===== src/utf8_stream_validator_macros.svh =====
// Assertion macros used by the validator back end (u8v_back).
`ifndef UTF8_STREAM_VALIDATOR_MACROS_SVH
`define UTF8_STREAM_VALIDATOR_MACROS_SVH

`ifndef SYNTHESIS
`define U8V_ASSERT(lbl, clk, rst_n, prop, msg) \
  lbl: assert property (@(posedge clk) disable iff (!rst_n) prop) else $error(msg);
`define U8V_ASSERT_NEVER(lbl, clk, rst_n, cond, msg) \
  lbl: assert property (@(posedge clk) disable iff (!rst_n) !(cond)) else $error(msg);
`else
`define U8V_ASSERT(lbl, clk, rst_n, prop, msg)
`define U8V_ASSERT_NEVER(lbl, clk, rst_n, cond, msg)
`endif

`endif


===== src/u8v_pkg.sv =====
package u8v_pkg;

  typedef enum logic [2:0] {
    KIND_NUL,
    KIND_ASCII,
    KIND_LEAD2,
    KIND_LEAD3,
    KIND_LEAD4,
    KIND_BAD
  } byte_kind_e;

  typedef struct packed {
    logic [7:0] raw;
    logic       is_cont;
    byte_kind_e kind;
    logic       last;
  } item_t;

  localparam logic [20:0] CP_MIN3 = 21'h000800;
  localparam logic [20:0] CP_MIN4 = 21'h010000;
  localparam logic [20:0] SURR_LO = 21'h00D800;
  localparam logic [20:0] SURR_HI = 21'h00DFFF;
  localparam logic [20:0] CP_MAX  = 21'h10FFFF;

endpackage


===== src/u8v_front.sv =====
module u8v_front (
  input  logic           clk_i,
  input  logic           rst_ni,
  input  logic           push,
  output logic           full,
  input  logic [7:0]     text_byte_i,
  input  logic           last_byte_i,
  output logic           item_valid_o,
  output u8v_pkg::item_t item_o,
  input  logic           item_take_i
);
  import u8v_pkg::*;

  item_t      mem_q [2];
  logic [1:0] cnt_q, cnt_d;
  logic       wr_q, rd_q;
  logic       push_ok;
  item_t      new_item;

  function automatic byte_kind_e classify(input logic [7:0] b);
    byte_kind_e k;
    case (b) inside
      8'h00:          k = KIND_NUL;
      [8'h01:8'h7F]:  k = KIND_ASCII;
      [8'hC0:8'hDF]:  k = KIND_LEAD2;
      [8'hE0:8'hEF]:  k = KIND_LEAD3;
      [8'hF0:8'hF7]:  k = KIND_LEAD4;
      default:        k = KIND_BAD;
    endcase
    return k;
  endfunction

  assign full         = (cnt_q == 2'd2);
  assign push_ok      = push && !full;
  assign item_valid_o = (cnt_q != 2'd0);
  assign item_o       = mem_q[rd_q];

  always_comb begin
    new_item.raw     = text_byte_i;
    new_item.is_cont = (text_byte_i[7:6] == 2'b10);
    new_item.kind    = classify(text_byte_i);
    new_item.last    = last_byte_i;
  end

  always_comb begin
    case ({push_ok, item_take_i})
      2'b10:   cnt_d = cnt_q + 2'd1;
      2'b01:   cnt_d = cnt_q - 2'd1;
      default: cnt_d = cnt_q;
    endcase
  end

  always_ff @(posedge clk_i or negedge rst_ni) begin
    if (!rst_ni) begin
      cnt_q <= 2'd0;
      wr_q  <= 1'b0;
      rd_q  <= 1'b0;
    end else begin
      cnt_q <= cnt_d;
      if (push_ok) begin
        wr_q <= ~wr_q;
      end
      if (item_take_i) begin
        rd_q <= ~rd_q;
      end
    end
  end

  always_ff @(posedge clk_i) begin
    if (push_ok) begin
      mem_q[wr_q] <= new_item;
    end
  end

endmodule


===== src/u8v_back.sv =====
`include "utf8_stream_validator_macros.svh"

module u8v_back (
  input  logic           clk_i,
  input  logic           rst_ni,
  input  logic           item_valid_i,
  input  u8v_pkg::item_t item_i,
  output logic           item_take_o,
  output logic           empty,
  input  logic           pop,
  output logic           string_valid_o
);
  import u8v_pkg::*;

  logic [1:0]  pend_q, pend_d;
  logic [2:0]  len_q, len_d;
  logic [20:0] acc_q, acc_d;
  logic        err_q, err_d;
  logic [20:0] cp_next;
  logic [1:0]  pend_dec;
  logic        bad_cp;
  logic        verdict;

  logic        res_q [2];
  logic [1:0]  res_cnt_q, res_cnt_d;
  logic        res_wr_q, res_rd_q;
  logic        res_push, pop_ok;
  logic        res_full;

  assign res_full    = (res_cnt_q == 2'd2);
  assign item_take_o = item_valid_i && (!item_i.last || !res_full);
  assign res_push    = item_take_o && item_i.last;
  assign pop_ok      = pop && !empty;
  assign empty       = (res_cnt_q == 2'd0);
  assign string_valid_o = res_q[res_rd_q];

  assign cp_next  = {acc_q[14:0], item_i.raw[5:0]};
  assign pend_dec = pend_q - 2'd1;
  assign bad_cp   = ((len_q == 3'd3) && (cp_next < CP_MIN4 ? cp_next < CP_MIN3 : 1'b0)) ||
                    ((len_q == 3'd4) && (cp_next < CP_MIN4)) ||
                    ((cp_next >= SURR_LO) && (cp_next <= SURR_HI)) ||
                    (cp_next > CP_MAX);

  always_comb begin
    pend_d  = pend_q;
    len_d   = len_q;
    acc_d   = acc_q;
    err_d   = err_q;
    verdict = 1'b0;
    if (pend_q != 2'd0) begin
      if (!item_i.is_cont) begin
        err_d  = 1'b1;
        pend_d = 2'd0;
        len_d  = 3'd0;
      end else begin
        acc_d  = cp_next;
        pend_d = pend_dec;
        if ((pend_dec == 2'd0) && bad_cp) begin
          err_d = 1'b1;
        end
      end
    end else begin
      case (item_i.kind)
        KIND_NUL: begin
          err_d = 1'b1;
          len_d = 3'd0;
        end
        KIND_ASCII: begin
          len_d  = 3'd1;
          acc_d  = {14'd0, item_i.raw[6:0]};
          pend_d = 2'd0;
        end
        KIND_LEAD2: begin
          len_d  = 3'd2;
          acc_d  = {16'd0, item_i.raw[4:0]};
          pend_d = 2'd1;
          if (item_i.raw[4:1] == 4'd0) begin
            err_d = 1'b1;
          end
        end
        KIND_LEAD3: begin
          len_d  = 3'd3;
          acc_d  = {17'd0, item_i.raw[3:0]};
          pend_d = 2'd2;
        end
        KIND_LEAD4: begin
          len_d  = 3'd4;
          acc_d  = {18'd0, item_i.raw[2:0]};
          pend_d = 2'd3;
        end
        default: begin
          err_d  = 1'b1;
          len_d  = 3'd0;
          pend_d = 2'd0;
        end
      endcase
    end
    if (item_i.last) begin
      verdict = !err_d && (pend_d == 2'd0);
      pend_d  = 2'd0;
      len_d   = 3'd0;
      acc_d   = 21'd0;
      err_d   = 1'b0;
    end
  end

  always_comb begin
    case ({res_push, pop_ok})
      2'b10:   res_cnt_d = res_cnt_q + 2'd1;
      2'b01:   res_cnt_d = res_cnt_q - 2'd1;
      default: res_cnt_d = res_cnt_q;
    endcase
  end

  always_ff @(posedge clk_i or negedge rst_ni) begin
    if (!rst_ni) begin
      pend_q    <= 2'd0;
      len_q     <= 3'd0;
      acc_q     <= 21'd0;
      err_q     <= 1'b0;
      res_cnt_q <= 2'd0;
      res_wr_q  <= 1'b0;
      res_rd_q  <= 1'b0;
    end else begin
      if (item_take_o) begin
        pend_q <= pend_d;
        len_q  <= len_d;
        acc_q  <= acc_d;
        err_q  <= err_d;
      end
      res_cnt_q <= res_cnt_d;
      if (res_push) begin
        res_wr_q <= ~res_wr_q;
      end
      if (pop_ok) begin
        res_rd_q <= ~res_rd_q;
      end
    end
  end

  always_ff @(posedge clk_i) begin
    if (res_push) begin
      res_q[res_wr_q] <= verdict;
    end
  end

  `U8V_ASSERT_NEVER(a_res_cnt_range, clk_i, rst_ni, res_cnt_q == 2'd3, "result queue overflow")
  `U8V_ASSERT(a_clear, clk_i, rst_ni, res_push |=> ({pend_q, len_q, err_q} == '0), "not cleared")
  `U8V_ASSERT(a_pend_len, clk_i, rst_ni, |pend_q |-> ({1'b0, pend_q} < len_q), "bad pending")
  `U8V_ASSERT(a_full_hold, clk_i, rst_ni, res_full && !pop_ok |=> res_full, "result lost")

endmodule


===== src/utf8_stream_validator.sv =====
// Throughput: one byte per cycle sustained while the result queue has room
// for a last byte's verdict; a two-entry byte queue and a two-entry result
// queue let input and output stall independently.
// Reset (rst_ni low, asynchronous): both queues empty and the decoder state
// cleared, so the next byte starts a new string.
module utf8_stream_validator (
  input  logic       clk_i,
  input  logic       rst_ni,
  input  logic       push,
  output logic       full,
  input  logic [7:0] text_byte_i,
  input  logic       last_byte_i,
  output logic       empty,
  input  logic       pop,
  output logic       string_valid_o
);
  import u8v_pkg::*;

  logic  item_valid;
  logic  item_take;
  item_t item;

  u8v_front u_front (
    .clk_i        (clk_i),
    .rst_ni       (rst_ni),
    .push         (push),
    .full         (full),
    .text_byte_i  (text_byte_i),
    .last_byte_i  (last_byte_i),
    .item_valid_o (item_valid),
    .item_o       (item),
    .item_take_i  (item_take)
  );

  u8v_back u_back (
    .clk_i          (clk_i),
    .rst_ni         (rst_ni),
    .item_valid_i   (item_valid),
    .item_i         (item),
    .item_take_o    (item_take),
    .empty          (empty),
    .pop            (pop),
    .string_valid_o (string_valid_o)
  );

endmodule

===== config.mk =====
export PLATFORM = sky130hd
export DESIGN_NAME = utf8_stream_validator
export DESIGN_NICKNAME = d
export VERILOG_FILES = /design/src/u8v_pkg.sv /design/src/u8v_front.sv /design/src/u8v_back.sv /design/src/utf8_stream_validator.sv
export VERILOG_INCLUDE_DIRS = /design/src /design/src/src
export SDC_FILE = /design/constraint.sdc
export NUM_CORES = 1
export LEC_CHECK = 0
export ABC_AREA = 1
export BUFFER_PORTS_ARGS = -buffer_cell sky130_fd_sc_hd__buf_2
export CORE_ASPECT_RATIO = 1.2
export CORE_UTILIZATION = 35
export CTS_CLUSTER_DIAMETER = 60
export CTS_CLUSTER_SIZE = 16
export DETAILED_ROUTE_END_ITERATION = 10
export GPL_TIMING_DRIVEN = 0
export HOLD_SLACK_MARGIN = 0.12
export PLACE_DENSITY = 0.61
export SLEW_MARGIN = 40
export SYNTH_ARGS = -nofsm -noshare
export SYNTH_HDL_FRONTEND = slang
export SYNTH_HIERARCHICAL = 1
export SYNTH_SLANG_ARGS = --single-unit

===== constraint.sdc =====
create_clock -name clk_i -period 2.5 [get_ports clk_i]
set_clock_uncertainty 0.05 [all_clocks]
set_input_delay 0.375 -clock clk_i [delete_from_list [all_inputs] [get_ports clk_i]]
set_output_delay 0.375 -clock clk_i [all_outputs]
set_load 0.01 [all_outputs]

Yosys cells after proc, flatten, opt, wreduce, memory -nomap -nowiden
Memories as Yosys holds them, arrays and structs flattened.
Index checks and enable logic that the tools add are counted.
{"block": "totals", "register_bits": 29, "mem_bits_rw": 28, "inputBits": 13, "output_inout_bits": 3, "elab_cells": 116, "n_memories": 2}
{"block": "op_classes", "add_sub_neg": 5, "n_lt_le_gt_ge": 13, "n_eq_ne": 15, "muxes": 31, "n_bitwise": 4, "n_reduce_logical": 36}
{"name": "u_front.mem_q", "words": 2, "word_bits": 13, "read_ports": 1, "rd_ports_with_merged_regs": 0, "wr": 1, "line": "u8v_front.sv:14", "text": "item_t mem_q [2];"}
{"name": "u_back.res_q", "words": 2, "word_bits": 1, "read_ports": 1, "rd_ports_with_merged_regs": 0, "wr": 1, "line": "u8v_back.sv:24", "text": "logic res_q [2];"}
{"op": "$pmux W15 S4", "n": 1}
{"op": "$mux W15", "n": 3}
{"op": "$ge A8 B8 Y1 const B", "n": 3}
{"op": "$le A8 B8 Y1 const B", "n": 3}
{"op": "$ge A21 B16 Y1 const B", "n": 1}
{"op": "$gt A21 B21 Y1 const B", "n": 1}
{"op": "$le A21 B16 Y1 const B", "n": 1}
{"op": "$lt A21 B12 Y1 const B", "n": 1}
{"op": "$lt A21 B17 Y1 const B", "n": 1}
{"op": "$mux W3", "n": 7}
{"op": "$logic_and A1 B1 Y1", "n": 13}
{"op": "$mux W1", "n": 12}
{"op": "$pmux W3 S4", "n": 1}
{"op": "$eq A2 B2 Y1 const B", "n": 5}
{"op": "$eq A3 B2 Y1 const B", "n": 3}
{"op": "$ge A8 B1 Y1 const B", "n": 1}
{"op": "$le A8 B7 Y1 const B", "n": 1}
{"op": "$logic_not A8 Y1", "n": 1}
{"op": "$pmux W2 S2", "n": 2}
{"op": "$pmux W2 S4", "n": 1}
{"op": "$reduce_bool A2 Y1", "n": 4}
{"op": "$eq A3 B3 Y1 const B", "n": 2}
{"op": "$logic_not A2 Y1", "n": 3}
{"op": "$mux W2", "n": 3}
{"op": "other kinds (16)", "n": 30}

Logic depth before layout (Yosys ltp)
Gate-level depths: netlist (run 1).
An unclocked memory read counts as a cell.
{"block": "logic_depth", "ltp_word": 14, "ltp_mapped": 12, "ltp_nobuf": 11}

Hierarchy
Netlist (run 1), hierarchy kept.
{"module": "u8v_back", "n_inst": 1, "cells_each": 197, "area_each_um2": 1605.3, "seq_area_each_um2": 685.7}
{"module": "u8v_front", "n_inst": 1, "cells_each": 82, "area_each_um2": 1211.2, "seq_area_each_um2": 880.8}

Worst setup path after synthesis (run 1)
No wires, ideal clock.
{"block": "synth_path", "path_kind": "register to register", "startpoint": "register u_front.rd_q", "endpoint": "register u_back.res_cnt_q[1]", "setup_time_ps": 126, "t_arrival_ps": 2145, "t_required_ps": 2324, "path_slack_ps": 179, "stages_incl_launch_ff": 10, "path_buffers": 2, "period_less_slack_ps": 2321, "cell_sequence": "dfrtp_1 -> buf_6 -> mux2_2 -> buf_4 -> a31oi_4 -> nand2_1 -> ha_1 -> a21oi_1 -> o21ai_0 -> xnor2_1"}
{"element": "start, declared", "line": "u8v_front.sv:16", "text": "logic wr_q, rd_q;"}
{"element": "start signal, assigned", "line": "u8v_front.sv:64", "text": "rd_q <= ~rd_q;"}
{"element": "end signal, assigned", "line": "u8v_back.sv:131", "text": "res_cnt_q <= res_cnt_d;"}
{"element": "end, declared", "line": "u8v_back.sv:25", "text": "logic [1:0] res_cnt_q, res_cnt_d;"}

==> results of run 1 <==
-- sequential cells by signal (all words and copies together), names as in the netlist, 2 cells and up --
signal            cells
u_back/pend_q         2
u_back/res_cnt_q      2
u_front/cnt_q         2
u_back/res_q          2
u_back/len_q          3
u_back/acc_q         15
u_front/mem_q        24
-- layout make-up --
cell class / count / area [um^2] / area share
inverters: 40 / 158 / 0.0518
repair buffers: 17 / 92.6 / 0.0304
multi-input cells: 176 / 1030 / 0.337
clock buffers: 5 / 68.8 / 0.0226
flip-flops and latches: 55 / 1510 / 0.495
clock inverters: 3 / 20.0 / 0.00657
plain buffers: 5 / 57.6 / 0.0189
well taps: 92 / 115 / 0.0378
-- how the worst max path moves through the flow --
stage | slack, ns | from | end | cells past startpoint
CTS | 0.18 | u_front/rd_q$_DFFE_PN0P_ | u_back/res_cnt_q[1]$_DFFE_PN0P_ | 9
global placement | -0.05 | u_front/rd_q$_DFFE_PN0P_ | u_back/res_cnt_q[1]$_DFFE_PN0P_ | 9
detailed placement | -0.07 | u_front/rd_q$_DFFE_PN0P_ | u_back/res_cnt_q[1]$_DFFE_PN0P_ | 9
global route | 0.04 | u_front/rd_q$_DFFE_PN0P_ | u_back/res_cnt_q[1]$_DFFE_PN0P_ | 9
floorplan | 0.21 | u_front/rd_q$_DFFE_PN0P_ | u_back/res_cnt_q[1]$_DFFE_PN0P_ | 9
finish | 0.24 | u_front/rd_q$_DFFE_PN0P_ | u_back/res_cnt_q[1]$_DFFE_PN0P_ | 9
-- worst max-delay path, cell delays in order (launching register included) --
cell and delay (ns):
dfrtp_2 0.42, buf_6 0.17, mux2_2 0.35, buf_4 0.18, a31oi_4 0.14, nand2_1 0.14
ha_1 0.34, a21oi_1 0.11, o21ai_0 0.11, xnor2_1 0.14
-- layer usage --
metal | vias up | global-route usage | part of all wire | wire length, um
met5 | - | 0 | 0 | 0
li1 | 953 | - | - | -
met3 | 6 | 0.0251 | 0.020 | 96
met1 | 851 | 0.156 | 0.46 | 2170
met4 | 0 | 0.0438 | 0.017 | 78
met2 | 22 | 0.227 | 0.50 | 2360
-- repair_timing --
item	in CTS	in global routing
cloned	0	0
setup endpoints to repair	1	1
hold buffers	1	0
buffers inserted	1	0
hold endpoints to repair	29	0
pin swaps	1	0
gates resized for setup	0	1
-- report_power, final --
group / leakage [nW] / internal (mW) / switching, mW
Clock: 0.0418 / 0.196 / 0.288
Combinational: 0.665 / 0.700 / 1.10
Sequential: 0.619 / 1.25 / 0.143
==> results.yml, run 1 <==
layout:
  layout.nets: 317
  final_common_cell: "nand2_1"
  syn_to_final_growth_pct: 10.9
  drive_gt1_frac: 0.223
  fillers: 760
  stdcell_count: 393
  utilization: 0.400
  fin_area_mm2: 0.00305
  final_cell_mix: "nand2_1 (56), inv_1 (37), nor2_1 (30)"
  n_antenna_cell: 0
route:
  vias_per_cell: 4.66
  ant_nets: 0
  drt_pass1_iterations: 4
  drt_iter0_markers: 85
  num_vias: 1832
  wl_per_cell_um: 12.0
  routed_wl_mm: 4.70
  drc: 0
critical_path:
  crit_fanout: 10
  critPathLaunchType: "flip-flop"
  r2r_setup_slack_ns: 0.24
  critical_path_class: "reg -> reg"
  rr_startpoint: "u_front/rd_q$_DFFE_PN0P_"
  crit_path_end_kind: "flip-flop"
  worstRegToRegCells: 9
  r2r_end: "u_back/res_cnt_q[1]$_DFFE_PN0P_"
  crit_arrival_ns: 2.41
  critPathRequiredTime_ns: 2.65
clocking:
  cts_made_buffers: 5
  cts_num_sinks: 55
  cts_max_level: 2
  cts_tree: "built"
  cts.path.max_buffers: 2
  clk_pin_slew_worst_paths_ns: 0.10
  cts_root_buffer: "clkbuf_8"
  clk-insertion-delay-late_ns: 0.31
yosys:
  syn_area_mm2: 0.00275
  yosys_warnings: 6
  synth_nets: 293
  syn_inst: 276
  synth.avg_cell_area_um2: 9.95
power_and_ir_drop:
  p_per_area_mw_per_mm2: 1210
  p_leak_nw: 1.33
  irDropWorstVdd_mv: 0.506
  power_mw: 3.68
placed_design:
  dp.final_hpwl_mm: 3.47
  post-place-cells: 383
  place_area_mm2: 0.00294
  place.gp.congestion: 0.783
  place_ws_ns: -0.0737
  portBuffers: 15
timing:
  worst_pin_slew_ns: 0.667
  finalSetupTns_ns: 0
  maxSlewViolCount: 0
  setup_viol: 0
  whs_ns: 0.205
  finalCritPeriodShare: 0.904
  rsz0062_at_grt: "no"
  fmax_mhz: 442
  hold_viol: 0
  slew_headroom: 0.555
  period_needed_ns: 2.26
  setup_slack_ns: 0.240
global_routing:
  antenna_found_initial: 0
  grt_max_degree: 30
  gr-total-overflow: 0
  grt_pass1_vias: 1812
  grt_pass1_wl_mm: 8.42
  grt_use_total: 0.128
floorplan:
  die-area_mm2: 0.00820
  die_y_um: 99.0
  start_util: 0.360
  coreArea_mm2: 0.00762
  fp-row-count: 35
  io_pins: 16
  die_w_um: 82.8
worst_hold_path:
  min_to: "u_front/mem_q[0][0]$_DFFE_PP_"
  hold_start: "last_byte_i"
  min_path_type: "in -> reg"
  hold_depth: 1
run:
  maxCapViolCount: 0
outcome:
  status: "finished, final reports clean"
(Power assumes the default switching activity.)
==> inputs of run 2 (changes only) <==
--- a/config.mk
+++ b/config.mk
@@ -15,7 +15,7 @@
 export DETAILED_ROUTE_END_ITERATION = 10
 export GPL_TIMING_DRIVEN = 0
 export HOLD_SLACK_MARGIN = 0.12
-export PLACE_DENSITY = 0.61
+export PLACE_DENSITY = 0.55
 export SLEW_MARGIN = 40
 export SYNTH_ARGS = -nofsm -noshare
 export SYNTH_HDL_FRONTEND = slang
==> results.yml, run 2 (synthesis results as in run 1) <==
outcome:
  status: "finished, final reports clean"
global_routing:
  gr-total-overflow: 0
  grt_max_degree: 30
  grt_use_total: 0.131
  grt_pass1_vias: 1786
  grt_pass1_wl_mm: 8.54
  antenna_found_initial: 0
critical_path:
  critPathBufInv: 2
  max_stage_delay_ns: 0.45
  crit_arrival_ns: 2.48
  critPathLaunchType: "flip-flop"
  crit_family: "flip-flops"
  critical_path_class: "reg -> reg"
  crit_fanout: 10
  critPathRequiredTime_ns: 2.64
  crit_path_top_delay_cell: "dfrtp_1"
  crit_path_end_kind: "flip-flop"
  path_cells: "buf_6 -> mux2_2 -> buf_4 -> a31oi_4 -> nand2_1 -> ha_1 -> a21oi_1 -> o21ai_0 -> xnor2_1"
floorplan:
  die-area_mm2: 0.00820
  io_pins: 16
  die_w_um: 82.8
  fp-row-count: 35
  start_util: 0.360
  coreArea_mm2: 0.00762
  die_y_um: 99.0
timing:
  maxSlewViolCount: 0
  finalSetupTns_ns: 0
  worst_pin_slew_ns: 0.671
  fmax_mhz: 427
  period_needed_ns: 2.34
  setup_viol: 0
  whs_ns: 0.202
  rsz0062_at_grt: "no"
  slew_headroom: 0.553
  hold_viol: 0
  finalCritPeriodShare: 0.937
layout:
  final_cell_mix: "nand2_1 (56), inv_1 (37), nor2_1 (30)"
  largest-register: "u_front/mem_q"
  drive_gt1_frac: 0.219
  n_antenna_cell: 0
  final_common_cell: "nand2_1"
  syn_to_final_growth_pct: 10.8
  reg.largest.list: "u_front/mem_q: 24 flops, u_back/acc_q: 15 flops, u_back/len_q: 3 flops"
  seqCellArea_mm2: 0.00151
  multi_input_comb_area_mm2: 0.00103
  largest_register_ffs: 24
  layout.nets: 317
  fillers: 790
clocking:
  clk-insertion-delay-late_ns: 0.30
  cts_num_sinks: 55
  clk_pin_slew_worst_paths_ns: 0.10
  cts_root_buffer: "clkbuf_8"
  cts_max_level: 2
  cts_tree: "built"
  cts_made_buffers: 5
  cts.path.max_buffers: 2
worst_hold_path:
  min_path_type: "in -> reg"
route:
  vias_per_cell: 4.68
  drc: 0
  wl_per_cell_um: 12.4
  routed_wl_mm: 4.88
  num_vias: 1838
  drt_iter0_markers: 72
  drt_pass1_iterations: 4
  ant_nets: 0
placed_design:
  place.gp.congestion: 0.809
  portBuffers: 15
  dp.final_hpwl_mm: 3.56
power_and_ir_drop:
  p_leak_nw: 1.32
  power_mw: 3.68
  irDropWorstVdd_mv: 0.391
  p_per_area_mw_per_mm2: 1210
run:
  maxCapViolCount: 0
[run 2: timing repair]
item,4_1_cts,5_1_grt
buffers inserted,1,0
endpoints found under the setup margin,1,0
endpoints found under the hold margin,29,0
hold buffers,1,0
resized for setup,0,0
[run 2: through the flow]
stage / cell area, um^2 / cells / setup slack [ns] / util
5_1_grt: 3040 / 393 / 0.0148 / 0.399
2_1_floorplan: 2750 / 276 / 0.205 / -
6_report: 3040 / 393 / 0.158 / 0.399
3_3_place_gp: 2940 / 383 / -0.0801 / 0.385
4_1_cts: 3040 / 393 / 0.135 / 0.399
3_5_place_dp: 2940 / 383 / -0.112 / 0.386
[run 2: layout make-up]
class | count | area share
inverter | 40 | 0.0519
timing repair buffer | 17 | 0.0305
tap | 92 | 0.0379
multi-input combinational | 176 | 0.337
sequential | 55 | 0.495
clock buffer | 6 | 0.0239
buffer | 5 | 0.0189
clock inverter | 2 | 0.00412
[run 2: final timing paths]
| kind | to | from | cells past startpoint | slack, ns |
|---|---|---|---|---|
| max reg2reg | u_back/res_cnt_q[1]$_DFFE_PN0P_ | u_front/rd_q$_DFFE_PN0P_ | 9 | 0.16 |
| min in group asynchronous | u_front/cnt_q[1]$_DFFE_PN0P_ | rst_ni | 2 | 0.59 |
| min | u_front/mem_q[0][0]$_DFFE_PP_ | last_byte_i | 1 | 0.20 |
| min reg2reg | u_front/wr_q$_DFFE_PN0P_ | u_front/wr_q$_DFFE_PN0P_ | 2 | 0.44 |
| max in group asynchronous | u_back/acc_q[5]$_DFFE_PN0P_ | rst_ni | 2 | 1.37 |
| max | u_back/res_cnt_q[1]$_DFFE_PN0P_ | u_front/rd_q$_DFFE_PN0P_ | 9 | 0.16 |
[run 2: where the power goes]
part           internal [mW]  switching [mW]  leakage [nW]
Sequential              1.24           0.148         0.620
Clock                  0.195           0.276        0.0374
Combinational          0.700            1.12         0.665
Total                   2.14            1.54          1.32
[run 2: per-layer routing]
metal | track usage | vias to the layer above | share of wire
li1 | - | 952 | -
met1 | 0.164 | 849 | 0.46
met2 | 0.221 | 30 | 0.49
met3 | 0.0260 | 7 | 0.025
met4 | 0.0517 | 0 | 0.021
met5 | 0 | - | 0
==> inputs of run 3 (changes only) <==
--- a/config.mk
+++ b/config.mk
@@ -15,7 +15,7 @@
 export DETAILED_ROUTE_END_ITERATION = 10
 export GPL_TIMING_DRIVEN = 0
 export HOLD_SLACK_MARGIN = 0.12
-export PLACE_DENSITY = 0.55
+export PLACE_DENSITY = 0.54
 export SLEW_MARGIN = 40
 export SYNTH_ARGS = -nofsm -noshare
 export SYNTH_HDL_FRONTEND = slang
==> constraint.sdc (replaced) <==
create_clock -name clk_i -period 2.7 [get_ports clk_i]
set_clock_uncertainty 0.05 [all_clocks]
set_input_delay 0.405 -clock clk_i [delete_from_list [all_inputs] [get_ports clk_i]]
set_output_delay 0.405 -clock clk_i [all_outputs]
set_load 0.01 [all_outputs]
==> results.yml, run 3 (synthesis results as in run 1) <==
layout:
  n_antenna_cell: 0
  layout.nets: 316
  fillers: 793
  final_common_cell: "nand2_1"
  drive_gt1_frac: 0.210
  largest-register: "u_front/mem_q"
  largest_register_ffs: 24
  final_cell_mix: "nand2_1 (56), inv_1 (37), nor2_1 (30)"
  reg.largest.list: "u_front/mem_q: 24 flops, u_back/acc_q: 15 flops, u_back/len_q: 3 flops"
  syn_to_final_growth_pct: 10.3
floorplan:
  coreArea_mm2: 0.00762
  start_util: 0.360
  fp-row-count: 35
  io_pins: 16
  die_y_um: 99.0
  die_w_um: 82.8
  die-area_mm2: 0.00820
route:
  vias_per_cell: 4.65
  routed_wl_mm: 4.95
  drt_pass1_iterations: 4
  drt_iter0_markers: 83
  drc: 0
  num_vias: 1821
  ant_nets: 0
  wl_per_cell_um: 12.6
global_routing:
  grt_pass1_vias: 1743
  antenna_found_initial: 0
  gr-total-overflow: 0
  grt_pass1_wl_mm: 8.38
  grt_max_degree: 30
  grt_use_total: 0.130
power_and_ir_drop:
  p_per_area_mw_per_mm2: 1120
  irDropWorstVdd_mv: 0.378
  p_leak_nw: 1.32
critical_path:
  crit_fanout: 10
  r2r_setup_slack_ns: 0.16
  worstRegToRegCells: 9
  critical_path_class: "reg -> reg"
  crit_path_end_kind: "flip-flop"
  critPathLaunchType: "flip-flop"
  critPathRequiredTime_ns: 2.84
  r2r_end: "u_back/res_cnt_q[1]$_DFFE_PN0P_"
  rr_startpoint: "u_front/rd_q$_DFFE_PN0P_"
  crit_arrival_ns: 2.68
clocking:
  cts_made_buffers: 5
  cts.path.max_buffers: 2
  clk_pin_slew_worst_paths_ns: 0.09
  cts_num_sinks: 55
  cts_tree: "built"
  cts_max_level: 2
  cts_root_buffer: "clkbuf_8"
  clk-insertion-delay-late_ns: 0.31
run:
  maxCapViolCount: 0
placed_design:
  dp.final_hpwl_mm: 3.56
  place.gp.congestion: 0.796
  portBuffers: 15
worst_hold_path:
  hold_depth: 1
  hold_start: "last_byte_i"
  min_to: "u_front/mem_q[0][0]$_DFFE_PP_"
  min_path_type: "in -> reg"
timing:
  rsz0062_at_grt: "no"
  worst_pin_slew_ns: 0.676
  setup_viol: 0
  whs_ns: 0.235
  finalSetupTns_ns: 0
  hold_viol: 0
  slew_headroom: 0.550
  finalCritPeriodShare: 0.940
  period_needed_ns: 2.54
  maxSlewViolCount: 0
  fmax_mhz: 394
outcome:
  status: "finished, final reports clean"
run 3: cell types whose count changed in the layout (fill, tap and decap cells not counted):
cell and change:
clkinv_1 +2, buf_4 -1, clkinvlp_2 -1, clkinvlp_4 -1
run 3: worst max path at each step:
stage | slack (ns) | depth (start not counted) | start | endpoint
global route | 0.007 | 9 | u_front/rd_q$_DFFE_PN0P_ | u_back/res_cnt_q[1]$_DFFE_PN0P_
floorplan | 0.41 | 9 | u_front/rd_q$_DFFE_PN0P_ | u_back/res_cnt_q[1]$_DFFE_PN0P_
global placement | 0.12 | 9 | u_front/rd_q$_DFFE_PN0P_ | u_back/res_cnt_q[1]$_DFFE_PN0P_
finish | 0.16 | 9 | u_front/rd_q$_DFFE_PN0P_ | u_back/res_cnt_q[1]$_DFFE_PN0P_
CTS | 0.09 | 9 | u_front/rd_q$_DFFE_PN0P_ | u_back/res_cnt_q[1]$_DFFE_PN0P_
detailed placement | 0.11 | 9 | u_front/rd_q$_DFFE_PN0P_ | u_back/res_cnt_q[1]$_DFFE_PN0P_
run 3: stage by stage:
stage	instances	power, mW	instance area, um^2	worst slack [ns]	util
final	392	3.38	3030	0.162	0.397
after global routing	392	3.66	3030	0.00737	0.397
after CTS	392	3.44	3030	0.0896	0.397
after detailed placement	383	2.99	2940	0.113	0.386
after global placement	383	2.96	2940	0.117	0.385
after floorplan	276	2.61	2750	0.405	-
run 3: routing by layer:
layer  GRT usage  vias to the layer above  share of wire
li1            -                      953              -
met1       0.161                      840           0.46
met2       0.224                       22           0.50
met3      0.0260                        6          0.021
met4      0.0517                        0          0.019
met5           0                        -              0
run 3: critical path, cell delays in order (launching register included):
cell     delay (ns)
dfrtp_1        0.44
buf_6          0.19
mux2_2         0.34
buf_4          0.18
a31oi_4        0.31
nand2_1        0.19
ha_1           0.36
a21oi_1        0.11
o21ai_0        0.11
xnor2_1        0.14
run 3: timing repair:
action / CTS / global route
hold buffers: 1 / 0
hold endpoints to repair: 29 / 0
resized for setup: 0 / 0
setup buffers: 0 / 0
endpoints found under the setup margin: 0 / 1
run 3: cell type report:
type,instances,area (um^2),share of cell area
well taps,92,115,0.0380
clock buffers,6,72.6,0.0240
plain buffers,5,57.6,0.0190
clock inverters,2,7.51,0.00248
inverters,40,158,0.0521
flip-flops and latches,55,1510,0.498
multi-input cells,176,1030,0.339
repair buffers,16,85.1,0.0281
run 3: power breakdown:
part           total, mW  internal (mW)  switching, mW
registers           1.29           1.15          0.135
logic               1.66          0.634           1.03
clock network      0.432          0.178          0.255
